[src/hw/rtl/scm_pkg.sv]
// shared types and constants for the sample-clocked metronome
package scm_pkg;

    // fixed-point format of samples per beat and phase
    localparam int FRAC_BITS   = 8;
    localparam int PHASE_W     = 32;
    localparam int COUNT_BITS  = 48;
    localparam int BEAT_W      = 4;
    localparam int BPB_W       = 5;
    localparam int BAR_W       = 32;
    localparam int FRACT_OUT_W = 16;
    localparam int DIST_W      = 29;
    localparam int CFG_IDX_W   = 2;
    localparam int CFG_DATA_W  = 32;
    localparam int QUANT_W     = 2;

    // divider sizing: dividend is phase shifted up by the output fraction width
    localparam int DIV_STEPS   = PHASE_W + FRACT_OUT_W;
    localparam int DIV_CNT_W   = $clog2(DIV_STEPS);

    // product of beats left and samples per beat
    localparam int PROD_W      = PHASE_W + BPB_W;
    localparam int DIFF_W      = PROD_W + 2;

    localparam logic [PHASE_W-1:0] ONE_SAMPLE  = PHASE_W'(1) << FRAC_BITS;
    localparam logic [PHASE_W-1:0] SPB_RESET   = PHASE_W'(24000) << FRAC_BITS;
    localparam logic [BPB_W-1:0]   BPB_RESET   = BPB_W'(4);
    localparam logic [BPB_W-1:0]   BPB_MIN     = BPB_W'(1);
    localparam logic [BPB_W-1:0]   BPB_MAX     = BPB_W'(16);
    localparam logic [DIST_W-1:0]  DIST_MAX    = '1;

    // configuration register indexes
    typedef enum logic [CFG_IDX_W-1:0] {
        CFG_SPB = 2'd0,
        CFG_BPB = 2'd1,
        CFG_RUN = 2'd2
    } t_cfg_reg;

    // quantize codes
    typedef enum logic [QUANT_W-1:0] {
        Q_FREE = 2'd0,
        Q_BEAT = 2'd1,
        Q_BAR  = 2'd2
    } t_quant;

    // input kind codes
    localparam logic KIND_TICK  = 1'b0;
    localparam logic KIND_CLEAR = 1'b1;

    typedef struct packed {
        logic [PHASE_W-1:0] spb;
        logic [BPB_W-1:0]   bpb;
        logic               running;
    } t_config;

    typedef struct packed {
        logic                  beat_event;
        logic                  bar_event;
        logic [BEAT_W-1:0]     beat;
        logic [BAR_W-1:0]      bar;
        logic [COUNT_BITS-1:0] samples;
        logic [PHASE_W-1:0]    phase;
    } t_status;

endpackage

[src/hw/rtl/scm_position.sv]
// configuration registers and beat/bar position state
module scm_position (
    input  logic                            i_clk,
    input  logic                            i_rst_n,
    input  logic                            i_cfg_wr,
    input  logic [scm_pkg::CFG_IDX_W-1:0]   i_cfg_index,
    input  logic [scm_pkg::CFG_DATA_W-1:0]  i_cfg_data,
    input  logic                            i_step,
    input  logic                            i_kind,
    output scm_pkg::t_config                o_cfg,
    output scm_pkg::t_status                o_status
);
    import scm_pkg::*;

    t_config r_cfg, n_cfg;
    t_status r_st, n_st;

    logic [PHASE_W:0]   ph_sum;
    logic [PHASE_W:0]   ph_wrap;
    logic [BPB_W-1:0]   beat_inc;
    logic [BPB_W-1:0]   bpb_sat;

    // saturated beats-per-bar write value
    always_comb begin
        bpb_sat = i_cfg_data[BPB_W-1:0];
        if (bpb_sat < BPB_MIN) begin
            bpb_sat = BPB_MIN;
        end else if (bpb_sat > BPB_MAX) begin
            bpb_sat = BPB_MAX;
        end
    end

    // phase advance by one sample, wrapped once at samples per beat
    assign ph_sum   = {1'b0, r_st.phase} + {1'b0, ONE_SAMPLE};
    assign ph_wrap  = ph_sum - {1'b0, r_cfg.spb};
    assign beat_inc = {1'b0, r_st.beat} + BPB_W'(1);

    // next config and position
    always_comb begin
        n_cfg = r_cfg;
        n_st  = r_st;
        if (i_cfg_wr) begin
            case (t_cfg_reg'(i_cfg_index))
                CFG_SPB: begin
                    n_cfg.spb = (i_cfg_data < ONE_SAMPLE) ? ONE_SAMPLE : i_cfg_data;
                end
                CFG_BPB: begin
                    n_cfg.bpb = bpb_sat;
                    if ({1'b0, r_st.beat} >= bpb_sat) begin
                        n_st.beat = '0;
                        n_st.bar  = r_st.bar + BAR_W'(1);
                    end
                end
                CFG_RUN: begin
                    n_cfg.running = i_cfg_data[0];
                end
                default: begin
                end
            endcase
        end
        if (i_step) begin
            n_st.beat_event = 1'b0;
            n_st.bar_event  = 1'b0;
            if (i_kind == KIND_CLEAR) begin
                n_st.phase   = '0;
                n_st.beat    = '0;
                n_st.bar     = '0;
                n_st.samples = '0;
            end else if (r_cfg.running) begin
                n_st.samples = r_st.samples + COUNT_BITS'(1);
                n_st.phase   = ph_sum[PHASE_W-1:0];
                if (ph_sum >= {1'b0, r_cfg.spb}) begin
                    n_st.phase      = ph_wrap[PHASE_W-1:0];
                    n_st.beat_event = 1'b1;
                    if (beat_inc >= r_cfg.bpb) begin
                        n_st.beat      = '0;
                        n_st.bar       = r_st.bar + BAR_W'(1);
                        n_st.bar_event = 1'b1;
                    end else begin
                        n_st.beat = beat_inc[BEAT_W-1:0];
                    end
                end
            end
        end
    end

    // state registers
    always_ff @(posedge i_clk) begin
        if (!i_rst_n) begin
            r_cfg.spb     <= SPB_RESET;
            r_cfg.bpb     <= BPB_RESET;
            r_cfg.running <= 1'b0;
            r_st          <= '0;
        end else begin
            r_cfg <= n_cfg;
            r_st  <= n_st;
        end
    end

    assign o_cfg    = r_cfg;
    assign o_status = r_st;

endmodule

[src/hw/rtl/scm_divider.sv]
// restoring divider, one quotient bit per cycle, keeps low quotient bits
module scm_divider (
    input  logic                              i_clk,
    input  logic                              i_rst_n,
    input  logic                              i_start,
    input  logic [scm_pkg::PHASE_W-1:0]       i_num,
    input  logic [scm_pkg::PHASE_W-1:0]       i_den,
    output logic                              o_busy,
    output logic [scm_pkg::FRACT_OUT_W-1:0]   o_quo
);
    import scm_pkg::*;

    logic                   r_busy;
    logic [DIV_CNT_W-1:0]   r_cnt;
    logic [DIV_STEPS-1:0]   r_num;
    logic [PHASE_W-1:0]     r_den;
    logic [PHASE_W:0]       r_rem;
    logic [FRACT_OUT_W-1:0] r_quo;

    logic [PHASE_W:0]       trial;
    logic [PHASE_W:0]       diff;
    logic                   ge;

    // one trial subtraction per cycle
    assign trial = {r_rem[PHASE_W-1:0], r_num[DIV_STEPS-1]};
    assign diff  = trial - {1'b0, r_den};
    assign ge    = trial >= {1'b0, r_den};

    // control
    always_ff @(posedge i_clk) begin
        if (!i_rst_n) begin
            r_busy <= 1'b0;
            r_cnt  <= '0;
        end else if (i_start) begin
            r_busy <= 1'b1;
            r_cnt  <= '0;
        end else if (r_busy) begin
            r_cnt <= r_cnt + DIV_CNT_W'(1);
            if (r_cnt == DIV_CNT_W'(DIV_STEPS - 1)) begin
                r_busy <= 1'b0;
            end
        end
    end

    // datapath
    always_ff @(posedge i_clk) begin
        if (i_start) begin
            r_num <= {i_num, {FRACT_OUT_W{1'b0}}};
            r_den <= i_den;
            r_rem <= '0;
            r_quo <= '0;
        end else if (r_busy) begin
            r_num <= {r_num[DIV_STEPS-2:0], 1'b0};
            r_rem <= ge ? diff : trial;
            r_quo <= {r_quo[FRACT_OUT_W-2:0], ge};
        end
    end

    assign o_busy = r_busy;
    assign o_quo  = r_quo;

endmodule

[src/hw/rtl/sample_clocked_metronome.sv]
// Sample-clocked metronome top level: sequencer, distance logic and output register.
// Each accepted item is one audio sample tick or a position clear. The position
// (beat, bar, sample count, phase) is updated at the accept edge; the item then
// passes a preparation state and a divide state that runs the restoring divider
// forming the UQ0.16 beat fraction one bit a cycle. The result is registered as
// the sequencer returns to idle, and no new item is taken before then. o_stall is
// high whenever the sequencer is not idle. The result sits in an
// output register until taken; if it is still held when the next result is done,
// the sequencer waits. Configuration writes are always ready and are meant to be
// made while the block is idle.
module sample_clocked_metronome (
    input  logic                              i_clk,
    input  logic                              i_rst_n,
    // input channel
    input  logic                              i_valid,
    output logic                              o_stall,
    input  logic                              i_kind,
    input  logic [scm_pkg::QUANT_W-1:0]       i_quantize,
    // output channel
    output logic                              o_valid,
    input  logic                              i_stall,
    output logic                              o_beat_event,
    output logic                              o_bar_event,
    output logic [scm_pkg::BEAT_W-1:0]        o_beat,
    output logic [scm_pkg::BAR_W-1:0]         o_bar,
    output logic [scm_pkg::COUNT_BITS-1:0]    o_total_samples,
    output logic [scm_pkg::FRACT_OUT_W-1:0]   o_beat_fraction,
    output logic [scm_pkg::DIST_W-1:0]        o_samples_to_boundary,
    // configuration write channel
    input  logic                              i_cfg_valid,
    output logic                              o_cfg_ready,
    input  logic [scm_pkg::CFG_IDX_W-1:0]     i_cfg_index,
    input  logic [scm_pkg::CFG_DATA_W-1:0]    i_cfg_data
);
    import scm_pkg::*;

    typedef enum logic [2:0] {
        S_IDLE = 3'b001,
        S_PREP = 3'b010,
        S_DIV  = 3'b100
    } t_state;

    t_state r_state, n_state;

    t_config cfg;
    t_status st;

    logic                   in_acc;
    logic                   out_free;
    logic                   finish;
    logic                   div_start;
    logic                   div_busy;
    logic [FRACT_OUT_W-1:0] div_quo;

    logic [QUANT_W-1:0]     r_quant;
    logic [PROD_W-1:0]      r_prod;
    logic [BPB_W-1:0]       left;
    logic [BPB_W-1:0]       beats_left;
    logic [PROD_W-1:0]      prod;
    logic [DIFF_W-1:0]      dist_sum;
    logic [DIFF_W-FRAC_BITS-1:0] dist_whole;
    logic [DIST_W-1:0]      dist_sat;

    logic                   r_out_valid;
    logic                   r_out_beat_ev;
    logic                   r_out_bar_ev;
    logic [BEAT_W-1:0]      r_out_beat;
    logic [BAR_W-1:0]       r_out_bar;
    logic [COUNT_BITS-1:0]  r_out_samples;
    logic [FRACT_OUT_W-1:0] r_out_fract;
    logic [DIST_W-1:0]      r_out_dist;

    assign in_acc      = i_valid && (r_state == S_IDLE);
    assign o_stall     = (r_state != S_IDLE);
    assign o_cfg_ready = 1'b1;
    assign out_free    = !r_out_valid || !i_stall;
    assign div_start   = (r_state == S_PREP);
    assign finish      = (r_state == S_DIV) && !div_busy && out_free;

    scm_position u_position (
        .i_clk       (i_clk),
        .i_rst_n     (i_rst_n),
        .i_cfg_wr    (i_cfg_valid && o_cfg_ready),
        .i_cfg_index (i_cfg_index),
        .i_cfg_data  (i_cfg_data),
        .i_step      (in_acc),
        .i_kind      (i_kind),
        .o_cfg       (cfg),
        .o_status    (st)
    );

    scm_divider u_divider (
        .i_clk   (i_clk),
        .i_rst_n (i_rst_n),
        .i_start (div_start),
        .i_num   (st.phase),
        .i_den   (cfg.spb),
        .o_busy  (div_busy),
        .o_quo   (div_quo)
    );

    // sequencer
    always_comb begin
        n_state = r_state;
        case (r_state)
            S_IDLE: begin
                if (in_acc) begin
                    n_state = S_PREP;
                end
            end
            S_PREP: begin
                n_state = S_DIV;
            end
            S_DIV: begin
                if (finish) begin
                    n_state = S_IDLE;
                end
            end
            default: begin
                n_state = S_IDLE;
            end
        endcase
    end

    always_ff @(posedge i_clk) begin
        if (!i_rst_n) begin
            r_state <= S_IDLE;
        end else begin
            r_state <= n_state;
        end
    end

    // beats left to the asked boundary, one for the next beat
    assign beats_left = (cfg.bpb > {1'b0, st.beat}) ? (cfg.bpb - {1'b0, st.beat})
                                                    : BPB_W'(1);
    assign left = (t_quant'(r_quant) == Q_BAR) ? beats_left : BPB_W'(1);
    assign prod = PROD_W'(left) * PROD_W'(cfg.spb);

    // capture quantize code and the boundary product
    always_ff @(posedge i_clk) begin
        if (in_acc) begin
            r_quant <= i_quantize;
        end
        if (r_state == S_PREP) begin
            r_prod <= prod;
        end
    end

    // distance rounded half up; a negative value past half a sample saturates
    assign dist_sum   = DIFF_W'(r_prod) + DIFF_W'(ONE_SAMPLE >> 1) - DIFF_W'(st.phase);
    assign dist_whole = dist_sum[DIFF_W-1:FRAC_BITS];

    always_comb begin
        dist_sat = '0;
        case (t_quant'(r_quant))
            Q_BEAT, Q_BAR: begin
                if (dist_sum[DIFF_W-1] || (dist_whole > (DIFF_W-FRAC_BITS)'(DIST_MAX))) begin
                    dist_sat = DIST_MAX;
                end else begin
                    dist_sat = dist_whole[DIST_W-1:0];
                end
            end
            default: begin
                dist_sat = '0;
            end
        endcase
    end

    // output valid
    always_ff @(posedge i_clk) begin
        if (!i_rst_n) begin
            r_out_valid <= 1'b0;
        end else if (finish) begin
            r_out_valid <= 1'b1;
        end else if (!i_stall) begin
            r_out_valid <= 1'b0;
        end
    end

    // output word
    always_ff @(posedge i_clk) begin
        if (finish) begin
            r_out_beat_ev <= st.beat_event;
            r_out_bar_ev  <= st.bar_event;
            r_out_beat    <= st.beat;
            r_out_bar     <= st.bar;
            r_out_samples <= st.samples;
            r_out_fract   <= div_quo;
            r_out_dist    <= dist_sat;
        end
    end

    assign o_valid               = r_out_valid;
    assign o_beat_event          = r_out_beat_ev;
    assign o_bar_event           = r_out_bar_ev;
    assign o_beat                = r_out_beat;
    assign o_bar                 = r_out_bar;
    assign o_total_samples       = r_out_samples;
    assign o_beat_fraction       = r_out_fract;
    assign o_samples_to_boundary = r_out_dist;

endmodule
[config.mk]
export PLATFORM = sky130hd
export DESIGN_NAME = sample_clocked_metronome
export DESIGN_NICKNAME = d
export VERILOG_FILES = /design/src/hw/rtl/scm_pkg.sv /design/src/hw/rtl/scm_position.sv /design/src/hw/rtl/scm_divider.sv /design/src/hw/rtl/sample_clocked_metronome.sv
export SDC_FILE = /design/constraint.sdc
export NUM_CORES = 1
export LEC_CHECK = 0
export ABC_AREA = 1
export BUFFER_PORTS_ARGS = -buffer_cell sky130_fd_sc_hd__buf_2
export CORE_ASPECT_RATIO = 0.8
export CORE_MARGIN = 2
export CORE_UTILIZATION = 45
export DETAILED_ROUTE_END_ITERATION = 10
export GPL_TIMING_DRIVEN = 1
export RECOVER_POWER = 100
export SLEW_MARGIN = 20
export SYNTH_ARGS = -nofsm -noshare
export SYNTH_HDL_FRONTEND = slang
export SYNTH_SLANG_ARGS = --single-unit
[constraint.sdc]
create_clock -name i_clk -period 7.5 [get_ports i_clk]
set_input_delay 0.375 -clock i_clk [delete_from_list [all_inputs] [get_ports i_clk]]
set_output_delay 0.375 -clock i_clk [all_outputs]
set_load 0.1 [all_outputs]
==> results.md, run 1 <==
* Drt wl/cell at 18.5 µm
* Layout area overhead at 10.0%
* Slew Viols, Final at 617
* Starting DRT DRC Count at 2,966
* Crit-path max FO at 24
* Final worst-path cycle share at about 87%
* Routed Antenna Nets at 0
* Area leader, netlist: edfxtp_1
* NumNets Final at 4,620
* Worst EP required at 7.86 ns
* Critical path startpoint category: flip-flop
* Top cell family by delay on the critical path: adder cells
* Die height at ~240 µm
* Number of max-cap violations at 14
* Minimum clock period at around 6.5 ns
* Crit-path slowest cell: nand2_1
* YS warnings at 0
* Endpoints failing setup at 0
* Share of the synthesized area in the top cell type at approximately 22%
* First-pass GRT wire length at approximately 150,000 µm
* Clock power share at 41.6%
* Core Region at 69,200 µm²
* Unrepaired setup endpoints after global routing: false
* Clk root buf: clkbuf_16
* Mapped Nets at 4,471
* Final Worst Setup Slack at 0.984 ns
* Worst-margin pin slew at 2.96 ns
* Violations in the final reports: capacitance limit, slew limit
* Routed via count at 28,200
* Top-count cell post-synth: nand2_1
* Synth top cells by count: nand2_1, inv_1, nor2_1, a21oi_1, edfxtp_1
* Register bit total from synthesis at 449
* Total Negative Setup Slacks at 0 ns
* CTS Buffer Depth at 3
* Resized cells post-CTS at 0
* Worst slack, placed at 1.12 ns
* Switching Share at 28.6%
* Number of synthesized flops with an enable pin at roughly 230
* Arr. time, crit path at 6.87 ns
* Largest net degree at the start of global routing at between 60 and 70
* Gate power share at 14.9%
* Vias in the first global route at approximately 25,000
* Final Hold Fails at 0
* Switch Pwr at 1790 µW
* Worst r2r src: u_position.o_status[114]
* Mapped Cells at 4,141
* Leak at 0.0153 µW
* DR DRC count at 0
* Pre-antenna DRT Iters at 6
* Crit Path Class: reg -> reg
* Fill count at 6,885
* Clock-pin slew on the worst setup and hold paths at 0.06 ns
* TritonCTS Buffers at 50
* PortBufs at about 170
* Pwr dens at 180 nW/µm²
* Starting Density at 45.7%
* Ports at 176
* Max Freq at approximately 0.15 GHz
* Worst setup path start: u_position.o_status[114]
* Grt total ovfl at 0
* Synth Flop Type: edfxtp_1
* Mapped cell area at 31,600 µm²
* Die X at 300 µm
* Worst rel slew slack at -97.4%
* Outcome: complete, but fails checks
* Skew final at 0.0265 ns
* Max rail drop VDD at roughly 150 µV
* Die area at 72,400 µm²
* CP endpoint kind: flip-flop
* GRT Total Usage at a little over a quarter
* TritonCTS clock tree: done
* Hold_sp: i_cfg_data[12]
* Synth Area per Inst at ~7.6 µm²
* Reg2Reg Setup Slack at 0.98 ns
* Sequential fraction of design power at 43.5%
* Pint at about 4500 µW
* Distinct cells, synth at 59
* Hpwl dp at 76,600 µm
* Total Routed Length at 97,100 µm
* Skew-Pair Late Insertion Delay at 0.61 ns
* Fraction of registers with async set/reset at 0%
* Row cnt at 86
* H-tree levels at 2
* CP bufs+invs at 4
* Crit-path max cell delay at 0.76 ns
* Ranking of synthesized cells by area: edfxtp_1, dfxtp_1, nand2_1, ha_1, inv_1
* Initial antenna violation count at 1
* Clock net sink count at 449
* Hold WC Path Type: in -> reg
* Post-synthesis sequential area ratio at 35.9%
* Share of cells above drive strength 1 at around 4.8%
* Vias per cell at 5.37
* Final RePlAce weighted congestion at just under 1
cell families after synthesis:
family,synth area share [%]
simple gates,25.4
buf+inv,9.44
compound gates,12.0
flops,35.9
fa+ha+maj,13.6
xor+xnor,3.66
other cells,0.0119
mux,0.0317
routing by layer:
| layer | vias up | GRT usage [%] | wire length, µm |
|---|---|---|---|
| li1 | 13900 | - | - |
| met1 | 13100 | 42.7 | 49200 |
| met2 | 1060 | 36.2 | 38000 |
| met3 | 88 | 5.01 | 8560 |
| met4 | 0 | 4.45 | 1330 |
| met5 | - | 0 | 0 |
cell usage in the layout (no fill, tap or decap), drive strengths merged, types with 15 or more instances in the layout:
master,n
inv,660
a21oi,301
clkinv,19
xnor2,34
o211ai,15
xor2,98
nand3,238
edfxtp,234
nand2,830
o21a,15
nor4,20
buf,46
clkbuf,217
ha,195
a31oi,23
nand4,82
dfxtp,215
o21bai,15
nand3b,24
a21o,25
nor2,540
a211oi,28
o21ai,205
a22oi,19
nor3,86
fa,93
tightest hold or removal path: cells and delay by family:
| family | cells | cell delay [ns] |
|---|---|---|
| compound gates | 1 | 0.10 |
| buf+inv | 2 | 0.11 |
state kept, by name (all words and copies together) (netlist names), 3 cells and up:
name	cells
u_divider.r_cnt	6
u_divider.r_rem	32
r_prod	37
o_samples_to_boundary	29
o_beat	4
u_divider.r_den	32
u_divider.r_num	32
o_bar	32
o_beat_fraction	16
u_divider.o_quo	16
o_total_samples	48
u_position.o_status	118
r_state	3
u_position.o_cfg	38
per-stage QoR:
| stage | power (µW) | hold slack [ns] | cell area (µm²) | utilization (%) | std cells |
|---|---|---|---|---|---|
| CTS | 6270 | 0.00148 | 35100 | 50.7 | 5255 |
| finish | 6240 | 0.0320 | 34800 | 50.2 | 5257 |
| global route | 6500 | 0.0482 | 34800 | 50.2 | 5256 |
| floorplan | 3390 | 0.409 | 31600 | - | 4141 |
| detailed placement | 3680 | 0.417 | 33300 | 48.1 | 5157 |
| global placement | 3670 | 0.414 | 33300 | 48.1 | 5157 |
layout make-up:
class / instances / area [µm²] / area share, %
tap: 924 / 1160 / 3.33
clock buffer: 68 / 1390 / 4.00
clock inverter: 26 / 334 / 0.961
timing repair buffer: 200 / 861 / 2.48
inverter: 661 / 2480 / 7.14
sequential: 449 / 11300 / 32.6
multi-input combinational: 2928 / 17200 / 49.5
antenna: 1 / 2.50 / 0.00720
power by group through the flow:
stage | logic, µW | clock network [µW] | registers (µW)
finish | 930 | 2600 | 2720
global route | 1040 | 2740 | 2720
CTS | 918 | 2640 | 2710
detailed placement | 911 | 0 | 2760
global placement | 910 | 0 | 2760
floorplan | 638 | 0 | 2760
path summary, 6_finish.rpt:
check | endpoint | cells after the start
setup / recovery | r_prod[33] | 25
hold / removal | u_position.o_cfg[18] | 3
setup reg to reg | r_prod[33] | 25
hold reg to reg | o_bar_event | 0
what timing repair did:
| item | CTS | global route |
|---|---|---|
| buffers inserted | 0 | 0 |
| hold buffers | 4 | 1 |
| hold endpoints to repair | 4 | 1 |
| endpoints found under the setup margin | 0 | 0 |
Note: power is estimated with default switching activity, not from simulation.
==> inputs of run 2 (changes only) <==
==> constraint.sdc (replaced) <==
create_clock -name i_clk -period 6.6 [get_ports i_clk]
set_input_delay 0.33 -clock i_clk [delete_from_list [all_inputs] [get_ports i_clk]]
set_output_delay 0.33 -clock i_clk [all_outputs]
set_load 0.1 [all_outputs]
==> results.md, run 2 (same netlist as run 1, synthesis figures left out) <==
* Outcome: complete, but fails checks
* Violations in the final reports: capacitance limit, slew limit
* Worst-margin pin slew at 3.04 ns
* Total Negative Setup Slacks at 0 ns
* H-tree levels at 2
* Crit Path Class: reg -> reg
* Die area at between 70,000 and 80,000 µm²
* Clock-pin slew on the worst setup and hold paths at 0.06 ns
* Arr. time, crit path at 6.59 ns
* Max rail drop VDD at 187 µV
* Hold Path Stages at 3
* Layout area overhead at 11.3%
* Total Routed Length at approximately 100,000 µm
* NumNets Final at 4,636
* Routed Antenna Nets at 0
* Worst Hold Path EP: u_position.o_cfg[25]
* CTS Buffer Depth at 3
* Final Worst Setup Slack at ~0.47 ns
* Reg2Reg Depth at 25
* Total Power at 7470 µW
* Crit-path slowest cell: nor2_2
* Final Hold Fails at 0
* Starting Density at 45.7%
* Top cell family by delay on the critical path: simple AND/OR/NAND/NOR gates
* CP bufs+invs at 3
* Hold WC Path Type: in -> reg
* Final worst-path cycle share at 92.9%
* Minimum clock period at 6.13 ns
* Vias in the first global route at 25,600
* Unrepaired setup endpoints after global routing: false
* Hpwl dp at a little under 80,000 µm
* Row cnt at 86
* Starting DRT DRC Count at between 2,000 and 3,000
* Largest net degree at the start of global routing at 100
* Leading cell type in the layout, fill and taps excluded: nand2_1
* Initial antenna violation count at 0
* Crit-path max cell delay at 0.94 ns
* Endpoints failing setup at 0
* Critical path startpoint category: flip-flop
* Routed via count at between 20,000 and 30,000
* Number of max-cap violations at 11
* Worst rel slew slack at -103%
* Die height at ~240 µm
* Max Freq at 0.163 GHz
* Ports at around 180
* Final RePlAce weighted congestion at slightly below 1
* Crit-path max FO at 46
* Worst r2r src: u_position.o_status[9]
* Grt total ovfl at 0
* Vias per cell at approximately 5.3
* TritonCTS clock tree: done
* Slew Viols, Final at 520
* First-pass GRT wire length at roughly 150,000 µm
* Hold slack at 0.0230 ns
* Drt wl/cell at 18.8 µm
* PortBufs at 174
* Max reg flops at 118
* Worst reg2reg endpoint: u_position.o_status[27]
* Worst slack, placed at 0.534 ns
* DR DRC count at 0
* Clk root buf: clkbuf_16
* Skew final at 0.0489 ns
* ANT cells at 0
* Most used cell along the critical path: nand2_1
* Pre-antenna DRT Iters at 5
* Skew-Pair Late Insertion Delay at 0.64 ns
* Die X at 300 µm
* Pwr dens at 212 nW/µm²
* CP endpoint kind: flip-flop
* Most frequent cells in the layout: nand2_1, inv_1, nor2_1
* Worst EP required at 7.06 ns
* GRT Total Usage at 27.0%
* Reg2Reg Setup Slack at ~0.47 ns
* Share of cells above drive strength 1 at under 10%
* Leak at 0.0155 µW
* Clock net sink count at 449
* TritonCTS Buffers at ~50
* Core Region at 69,200 µm²
* Hold_sp: i_cfg_data[19]
==> run 2: worst max-delay path by stage <==
stage	to	cells past startpoint	start
2_1_floorplan	r_prod[33]	26	u_position.o_status[114]
3_3_place_gp	r_prod[33]	24	u_position.o_status[114]
3_5_place_dp	r_prod[33]	25	u_position.o_status[114]
4_1_cts	r_prod[36]	26	u_position.o_status[114]
5_1_grt	r_prod[36]	30	u_position.o_status[114]
6_report	u_position.o_status[27]	25	u_position.o_status[9]
==> run 2: cell type report <==
class / count / area (µm²)
Tap cell: 924 / 1160
Inverter: 661 / 2490
Clock buffer: 66 / 1500
Clock inverter: 29 / 475
Sequential cell: 449 / 11300
Timing Repair inverter: 1 / 7.51
Multi-Input combinational cell: 2928 / 17200
Timing Repair Buffer: 214 / 1000
Fill cell: 6906 / 34000
==> run 2: report_power, final <==
part           internal (µW)  total, µW  switching, µW
clock                   2050       3320           1270
sequential              3020       3090           61.6
combinational            316       1060            747
total                   5390       7470           2080
==> run 2: through the flow <==
stage	util, %	cell area (µm²)	std cells
6_report	50.8	35200	5272
5_1_grt	50.8	35200	5272
4_1_cts	51.3	35500	5270
3_5_place_dp	48.2	33300	5157
3_3_place_gp	48.2	33300	5157
2_1_floorplan	-	31600	4141
==> run 2: per-layer routing <==
layer / share of wire, % / GRT usage [%]
met3: 8.6 / 4.42
met1: 50 / 42.8
met4: 1.7 / 5.47
met5: 0 / 0
met2: 40 / 37.9
==> run 2: worst register-to-register path, delay by kind of cell (launching register included) <==
family | cells | cell delay [ns]
fa+ha+maj | 2 | 0.64
simple gates | 17 | 3.36
compound gates | 2 | 0.20
buf+inv | 3 | 0.91
flops | 1 | 0.40
xor+xnor | 1 | 0.44
==> run 2: what timing repair did <==
item	4_1_cts	5_1_grt
setup buffers	0	1
hold buffers	18	0
resized for setup	0	3
hold endpoints to repair	18	0
endpoints found under the setup margin	0	4
